===== src/rtl/efcc_pkg.sv =====
// package for the edge flip clique check block
// holds opcodes, state machine type and the default vertex count
`timescale 1ns / 1ps
package efcc_pkg;
    localparam int VERTICES_DEF = 42;

    typedef enum logic [1:0] {
        OP_WRITE  = 2'd0,
        OP_QUERY  = 2'd1,
        OP_TOGGLE = 2'd2,
        OP_NONE   = 2'd3
    } op_t;

    typedef enum logic [3:0] {
        ST_IDLE,
        ST_TG_RD,
        ST_TG_WA,
        ST_TG_WB,
        ST_Q_RDA,
        ST_Q_RDB,
        ST_Q_SETUP,
        ST_A_RD,
        ST_A_LOAD,
        ST_B_RD,
        ST_B_TEST,
        ST_DONE
    } state_t;
endpackage


===== src/rtl/edge_flip_clique_check.sv =====
// top level of the edge flip clique check block
// depends on efcc_pkg; holds the adjacency memory and the triangle search sequencer
`timescale 1ns / 1ps
// Graph adjacency store with a one-edge-flip safety test. A request is taken
// when start is high and busy is low. A write leaves busy low; a toggle
// passes through ST_TG_RD, ST_TG_WA and ST_TG_WB. A query with a vertex out
// of range or a self pair goes straight to ST_DONE. Any other query reads
// both rows, then runs a triangle search over the candidate set. For each
// candidate a (lowest first) one memory read gives its row. Then each
// remaining neighbour b of a costs one more read and one compare. A query
// holds busy until it is done, and it stops early when a triangle is found.
// The search is limited by the single-port adjacency memory, which gives one
// row per cycle. The answer appears on pair_is_edge and flip_safe for one
// cycle with done high. It cannot be held off. Write and toggle give no
// answer. The memory resets by valid bits, one per row, so no clearing pass
// is needed.
module edge_flip_clique_check #(
    parameter int VERTICES = efcc_pkg::VERTICES_DEF
) (
    input  logic                clk,
    input  logic                rst_n,
    input  logic                start,
    output logic                busy,
    input  logic [1:0]          opcode,
    input  logic [5:0]          vertex_a,
    input  logic [5:0]          vertex_b,
    input  logic [VERTICES-1:0] row_bits,
    output logic                done,
    output logic                pair_is_edge,
    output logic                flip_safe
);
    localparam int IW = (VERTICES > 1) ? $clog2(VERTICES) : 1;
    localparam logic [VERTICES-1:0] ROW_MASK = {VERTICES{1'b1}};
    localparam logic [VERTICES-1:0] ONE_BIT = {{(VERTICES-1){1'b0}}, 1'b1};

    // adjacency memory with per-row valid bits
    logic [VERTICES-1:0] mem [VERTICES];
    logic [VERTICES-1:0] vld_reg;
    logic [VERTICES-1:0] rd_raw_reg;
    logic                rd_vld_reg;
    logic [VERTICES-1:0] rd_data;
    logic                we;
    logic [IW-1:0]       waddr, raddr;
    logic [VERTICES-1:0] wdata;

    efcc_pkg::state_t    state_reg, state_next;
    logic [IW-1:0]       ia_reg, ia_next, ib_reg, ib_next;
    logic [VERTICES-1:0] ra_reg, ra_next;   // row of a; row of b for the last toggle write
    logic [VERTICES-1:0] m_reg, m_next;     // remaining candidates
    logic [VERTICES-1:0] r_reg, r_next;     // remaining neighbours of a
    logic                inv_reg, inv_next; // search in complement
    logic                edge_reg, edge_next;
    logic                keep_reg, keep_next;
    logic                done_next;

    always_ff @(posedge clk)
    begin
        if (we)
        begin
            mem[waddr] <= wdata;
        end
        rd_raw_reg <= mem[raddr];
    end

    always_ff @(posedge clk or negedge rst_n)
    begin
        if (!rst_n)
        begin
            vld_reg    <= '0;
            rd_vld_reg <= 1'b0;
        end
        else
        begin
            if (we)
            begin
                vld_reg[waddr] <= 1'b1;
            end
            rd_vld_reg <= vld_reg[raddr] && !(we && waddr == raddr);
        end
    end

    // invalid rows read as zero
    assign rd_data = rd_vld_reg ? rd_raw_reg : '0;

    // row as seen by the search, complemented for edge deletion
    logic [VERTICES-1:0] srow;
    logic [VERTICES-1:0] one_ib;
    assign one_ib = {{(VERTICES-1){1'b0}}, 1'b1} << ib_reg;
    assign srow = inv_reg ? (ROW_MASK ^ one_ib ^ rd_data) : rd_data;

    // lowest set bit helpers
    logic [VERTICES-1:0] m_low, r_low;
    logic [IW-1:0]       m_idx, r_idx;
    always_comb
    begin
        m_low = m_reg & (~m_reg + ONE_BIT);
        r_low = r_reg & (~r_reg + ONE_BIT);
        m_idx = '0;
        r_idx = '0;
        for (int i = 0; i < VERTICES; i++)
        begin
            if (m_low[i]) m_idx = IW'(i);
            if (r_low[i]) r_idx = IW'(i);
        end
    end

    logic a_ok, b_ok;
    assign a_ok = {26'd0, vertex_a} < 32'(VERTICES);
    assign b_ok = {26'd0, vertex_b} < 32'(VERTICES);

    always_ff @(posedge clk or negedge rst_n)
    begin
        if (!rst_n)
        begin
            state_reg <= efcc_pkg::ST_IDLE;
            done      <= 1'b0;
        end
        else
        begin
            state_reg <= state_next;
            done      <= done_next;
        end
    end

    always_ff @(posedge clk)
    begin
        ia_reg   <= ia_next;
        ib_reg   <= ib_next;
        ra_reg   <= ra_next;
        m_reg    <= m_next;
        r_reg    <= r_next;
        inv_reg  <= inv_next;
        edge_reg <= edge_next;
        keep_reg <= keep_next;
        pair_is_edge <= edge_next;
        flip_safe    <= keep_next;
    end

    assign busy = (state_reg != efcc_pkg::ST_IDLE);

    // sequencer
    always_comb
    begin
        state_next = state_reg;
        ia_next = ia_reg; ib_next = ib_reg; ra_next = ra_reg;
        m_next = m_reg; r_next = r_reg; inv_next = inv_reg;
        edge_next = edge_reg; keep_next = keep_reg;
        done_next = 1'b0;
        we = 1'b0; waddr = ia_reg; wdata = ra_reg; raddr = ia_reg;
        unique case (state_reg)
            efcc_pkg::ST_IDLE:
            begin
                if (start)
                begin
                    ia_next = vertex_a[IW-1:0];
                    ib_next = vertex_b[IW-1:0];
                    case (opcode)
                        efcc_pkg::OP_WRITE:
                        begin
                            if (a_ok)
                            begin
                                we    = 1'b1;
                                waddr = vertex_a[IW-1:0];
                                wdata = row_bits & ~({{(VERTICES-1){1'b0}},
                                        1'b1} << vertex_a[IW-1:0]);
                            end
                        end
                        efcc_pkg::OP_TOGGLE:
                        begin
                            if (a_ok && b_ok && vertex_a != vertex_b)
                            begin
                                raddr = vertex_a[IW-1:0];
                                state_next = efcc_pkg::ST_TG_RD;
                            end
                        end
                        efcc_pkg::OP_QUERY:
                        begin
                            edge_next = 1'b0;
                            keep_next = 1'b0;
                            if (a_ok && b_ok && vertex_a != vertex_b)
                            begin
                                raddr = vertex_a[IW-1:0];
                                state_next = efcc_pkg::ST_Q_RDA;
                            end
                            else
                            begin
                                state_next = efcc_pkg::ST_DONE;
                            end
                        end
                        default: ;
                    endcase
                end
            end
            efcc_pkg::ST_TG_RD:
            begin
                // row a arrives; start read of row b
                ra_next    = rd_data;
                raddr      = ib_reg;
                state_next = efcc_pkg::ST_TG_WA;
            end
            efcc_pkg::ST_TG_WA:
            begin
                we    = 1'b1;
                waddr = ia_reg;
                wdata = ra_reg ^ ({{(VERTICES-1){1'b0}}, 1'b1} << ib_reg);
                ra_next = rd_data;
                state_next = efcc_pkg::ST_TG_WB;
            end
            efcc_pkg::ST_TG_WB:
            begin
                we    = 1'b1;
                waddr = ib_reg;
                wdata = ra_reg ^ ({{(VERTICES-1){1'b0}}, 1'b1} << ia_reg);
                state_next = efcc_pkg::ST_IDLE;
            end
            efcc_pkg::ST_Q_RDA:
            begin
                ra_next    = rd_data;
                raddr      = ib_reg;
                state_next = efcc_pkg::ST_Q_RDB;
            end
            efcc_pkg::ST_Q_RDB:
            begin
                edge_next = ra_reg[ib_reg];
                inv_next  = ra_reg[ib_reg];
                if (ra_reg[ib_reg])
                begin
                    m_next = ROW_MASK ^ (ra_reg | rd_data
                             | ({{(VERTICES-1){1'b0}}, 1'b1} << ia_reg) | one_ib);
                end
                else
                begin
                    m_next = ra_reg & rd_data;
                end
                keep_next  = 1'b1;
                state_next = efcc_pkg::ST_Q_SETUP;
            end
            efcc_pkg::ST_Q_SETUP,
            efcc_pkg::ST_A_RD:
            begin
                // issue read of lowest candidate
                if (m_reg == '0)
                begin
                    state_next = efcc_pkg::ST_DONE;
                end
                else
                begin
                    raddr      = m_idx;
                    ib_next    = m_idx;
                    state_next = efcc_pkg::ST_A_LOAD;
                end
            end
            efcc_pkg::ST_A_LOAD:
            begin
                m_next = m_reg ^ m_low;
                r_next = srow & (m_reg ^ m_low);
                state_next = efcc_pkg::ST_B_RD;
            end
            efcc_pkg::ST_B_RD:
            begin
                if (r_reg == '0)
                begin
                    state_next = efcc_pkg::ST_A_RD;
                end
                else
                begin
                    raddr      = r_idx;
                    ib_next    = r_idx;
                    state_next = efcc_pkg::ST_B_TEST;
                end
            end
            efcc_pkg::ST_B_TEST:
            begin
                if ((srow & r_reg) != '0)
                begin
                    keep_next  = 1'b0;
                    state_next = efcc_pkg::ST_DONE;
                end
                else
                begin
                    r_next     = r_reg ^ r_low;
                    state_next = efcc_pkg::ST_B_RD;
                end
            end
            efcc_pkg::ST_DONE:
            begin
                done_next  = 1'b1;
                state_next = efcc_pkg::ST_IDLE;
            end
            default: state_next = efcc_pkg::ST_IDLE;
        endcase
    end

`ifndef NO_ASSERTIONS
    // an answer only follows the end of a query
    a_done_src: assert property (@(posedge clk) disable iff (!rst_n)
        done |-> $past(state_reg) == efcc_pkg::ST_DONE)
        else $error("done without query");
    // a self pair never reports an edge
    a_self: assert property (@(posedge clk) disable iff (!rst_n)
        (state_reg == efcc_pkg::ST_IDLE && start && opcode == efcc_pkg::OP_QUERY
         && vertex_a == vertex_b) |=> ##1 (done && !pair_is_edge && !flip_safe))
        else $error("self pair answered");
    // the memory is written only in idle or toggle states
    a_we: assert property (@(posedge clk) disable iff (!rst_n)
        we |-> (state_reg == efcc_pkg::ST_IDLE || state_reg == efcc_pkg::ST_TG_WA
                || state_reg == efcc_pkg::ST_TG_WB))
        else $error("stray write");
`endif
endmodule


===== config.mk =====
export PLATFORM = sky130hd
export DESIGN_NAME = edge_flip_clique_check
export DESIGN_NICKNAME = d
export VERILOG_FILES = /design/src/rtl/efcc_pkg.sv /design/src/rtl/edge_flip_clique_check.sv
export SDC_FILE = /design/constraint.sdc
export NUM_CORES = 2
export LEC_CHECK = 0
export BUFFER_PORTS_ARGS = -buffer_cell sky130_fd_sc_hd__buf_4
export CAP_MARGIN = 0
export CORE_MARGIN = 3
export CORE_UTILIZATION = 55
export CTS_CLUSTER_SIZE = 40
export DETAILED_ROUTE_END_ITERATION = 8
export PLACE_DENSITY_LB_ADDON = 0.15
export SYNTH_ARGS = -nofsm -noshare
export SYNTH_HDL_FRONTEND = slang
export SYNTH_SLANG_ARGS = --single-unit

===== constraint.sdc =====
create_clock -name clk -period 7.6 [get_ports clk]
set_input_delay 0.76 -clock clk [delete_from_list [all_inputs] [get_ports clk]]
set_output_delay 0.76 -clock clk [all_outputs]
set_load 0.1 [all_outputs]

==> results.json <==
{
  "status": "completed",
  "grt_overflow": 0,
  "synth_xor_area_share_pct": 0.573,
  "max_freq_ghz": 0.159,
  "hp-class": "in2async",
  "tns_ns": 0,
  "hold_viol": 0,
  "synth_top_family_by_area": "simple AND/OR/NAND/NOR gates",
  "first_global_vias": 55400,
  "startpoint_type": "flip-flop",
  "ys_seq_area_share_pct": 69.2,
  "synthSimpleGateAreaFrac_pct": 14.4,
  "dp_hpwl_um": 184000,
  "relSlewSlack_pct": 10.5,
  "cts_buffer_depth": 3,
  "grt_max_degree": 100,
  "routed_wirelength_um": 298000,
  "die_w_um": 401,
  "num_io_pins": 63,
  "cp_max_fo": 11,
  "vias": 60100,
  "path_cells": "or4_1, nand2b_1, nor3_1, nor3_1, a2111oi_1, a21boi_1, nor2_2, buf_4, nand2_1, buf_4, a211oi_1, o21ai_0, and4_1",
  "required_ns": 8.34,
  "largest_reg_flops": 1764,
  "antenna_found_initial": 15,
  "synth_area_mm2": 0.0856,
  "fin_crit_ns": 6.30,
  "core-area_mm2": 0.154,
  "final.period_utilization_pct": 82.9,
  "die_h_um": 401,
  "yosys_warnings": 0,
  "ys_seq_elements": 1994,
  "setup_viol": 0,
  "drive_gt1_share_pct": 11.9,
  "final_cell_mix": "edfxtp_1, nand2_1, nand3_1",
  "drtAntennaViolNets": 0,
  "drt_iter0_drc": 9071,
  "yosys.area_share.adder_pct": 0.0438,
  "wire_per_inst_um": 33.4,
  "seq_area_mm2": 0.0592,
  "cap_viol_max_count": 0,
  "cts_resized": 0,
  "avgSynthCellArea_um2": 12.8,
  "area_delta_synth_final_pct": 12.0,
  "viasPerCell": 6.72,
  "track_usage_pct": 36.6,
  "drcViolationCount": 0,
  "synthesis.instances": 6676,
  "cts_tree": "yes",
  "slowest_stage": "nor2_2",
  "grt_first_pass_wirelength_um": 419000,
  "skew_ns": 0.0519,
  "firstDrtPassIters": 9,
  "hold_buffers": 0,
  "max_stage_delay_ns": 0.96,
  "io_buffers": 62,
  "nNetsFinal": 6777,
  "critPathCaptureType": "flip-flop",
  "die_area_mm2": 0.160,
  "fillers": 11700,
  "cts-htree-levels": 4,
  "clk_latency_ns": 0.85,
  "multiInputGateArea_mm2": 0.0247,
  "path_clk_slew_ns": 0.06,
  "postCtsSetupBuffers": 0,
  "layout_commonest_cell": "edfxtp_1",
  "synth_ff_type": "edfxtp_1",
  "drv_slew": 0,
  "rsz0062_at_grt": "false",
  "synthArstFlopShare_pct": 2.41,
  "largest-register": "mem",
  "synthMuxAreaShare_pct": 3.80,
  "critPathArrivalTime_ns": 7.04,
  "tightest_slew_ns": 1.34,
  "synth-compound-area-share_pct": 9.19,
  "clock-sinks": 1994,
  "start_util_pct": 55.4,
  "gp_congestion": 0.990,
  "synth_edf_count": 1904,
  "worstSetupPathType": "reg2reg",
  "clock-root-buffer": "clkbuf_16",
  "std_cell_rows": 144,
  "syn_nets": 6738,
  "synth_cell_type_count": 98,
  "numCtsBuffers": 197
}
[synthesized netlist by cell type, drive strengths merged (48+ instances only)]
| master | count | share of area [%] |
|---|---|---|
| clkbuf | 188 | 0.82 |
| a21oi | 225 | 1.3 |
| mux2i | 224 | 2.6 |
| nand3 | 498 | 2.9 |
| o211ai | 70 | 0.61 |
| buf | 266 | 1.8 |
| edfxtp | 1904 | 67 |
| inv | 62 | 0.27 |
| or2 | 54 | 0.39 |
| nor4 | 68 | 0.59 |
| o22ai | 54 | 0.39 |
| nand2 | 1407 | 6.2 |
| a31oi | 161 | 1.2 |
| dfrtp | 48 | 1.4 |
| o21ai | 161 | 0.94 |
| a311oi | 103 | 1.1 |
| nor3 | 80 | 0.49 |
| nor2 | 246 | 1.1 |
| and3 | 117 | 0.85 |
[layer usage]
layer	routed length [µm]	global-route usage [%]	part of all wire [%]	vias up
li1	-	-	-	25500
met1	114000	51.5	38	29900
met2	132000	53.9	44	4035
met3	36600	9.24	12	673
met4	15600	17.0	5.2	8
met5	52	0	0.017	-
[worst max-delay path, delay by kind of cell, from the launching register on]
kind / cells / cell delay (ns)
flops: 1 / 0.46
simple gates: 7 / 3.23
buf+inv: 2 / 0.82
compound gates: 4 / 1.69
[kinds of logic after synthesis]
logic type	count (synthesis)
adders and majority gates	3
muxes	275
and+or+nand+nor	2694
AOI/OAI and AO/OA	1137
buffers and inverters	517
DFF	1994
xor gates and xnor gates	56
[area by class of cell]
cell class	instances	area share (%)
clock buffer	269	5.59
sequential	1994	61.7
antenna	11	0.0287
inverter	63	0.247
timing repair buffer	294	2.85
multi-input combinational	4165	25.8
clock inverter	99	1.08
tap	2044	2.67
[path summary, 6_finish.rpt]
kind                       slack, ns                    start                 endpoint  cells after the start
hold reg to reg                 0.47  vld_reg[17]$_DFFE_PN0P_  vld_reg[17]$_DFFE_PN0P_                      1
hold / removal                  0.01                    rst_n           done$_DFF_PN0_                      1
setup reg to reg                1.30      m_reg[32]$_DFFE_PP_   rd_raw_reg[32]$_DFF_P_                     13
min in group clk                0.25              vertex_a[4]      ia_reg[4]$_DFFE_PP_                      1
setup / recovery                1.30      m_reg[32]$_DFFE_PP_   rd_raw_reg[32]$_DFF_P_                     13
max in group asynchronous       6.97                    rst_n  vld_reg[38]$_DFFE_PN0P_                      1
[per-stage QoR]
stage / worst slack [ns] / util, % / hold slack [ns] / area [µm²] / std cells
6_report: 1.30 / 62.1 / 0.0119 / 95900 / 8939
5_1_grt: 1.21 / 62.1 / 0.0526 / 95900 / 8928
4_1_cts: 1.48 / 62.1 / 0.00258 / 95900 / 8928
3_5_place_dp: 1.13 / 58.0 / 0.449 / 89500 / 8560
3_3_place_gp: 0.796 / 58.0 / 0.444 / 89500 / 8560
2_1_floorplan: 1.91 / - / 0.431 / 85600 / 6676
Power is not shown: default switching activity piles up to over one toggle a cycle in this logic, so the estimate is an artifact.
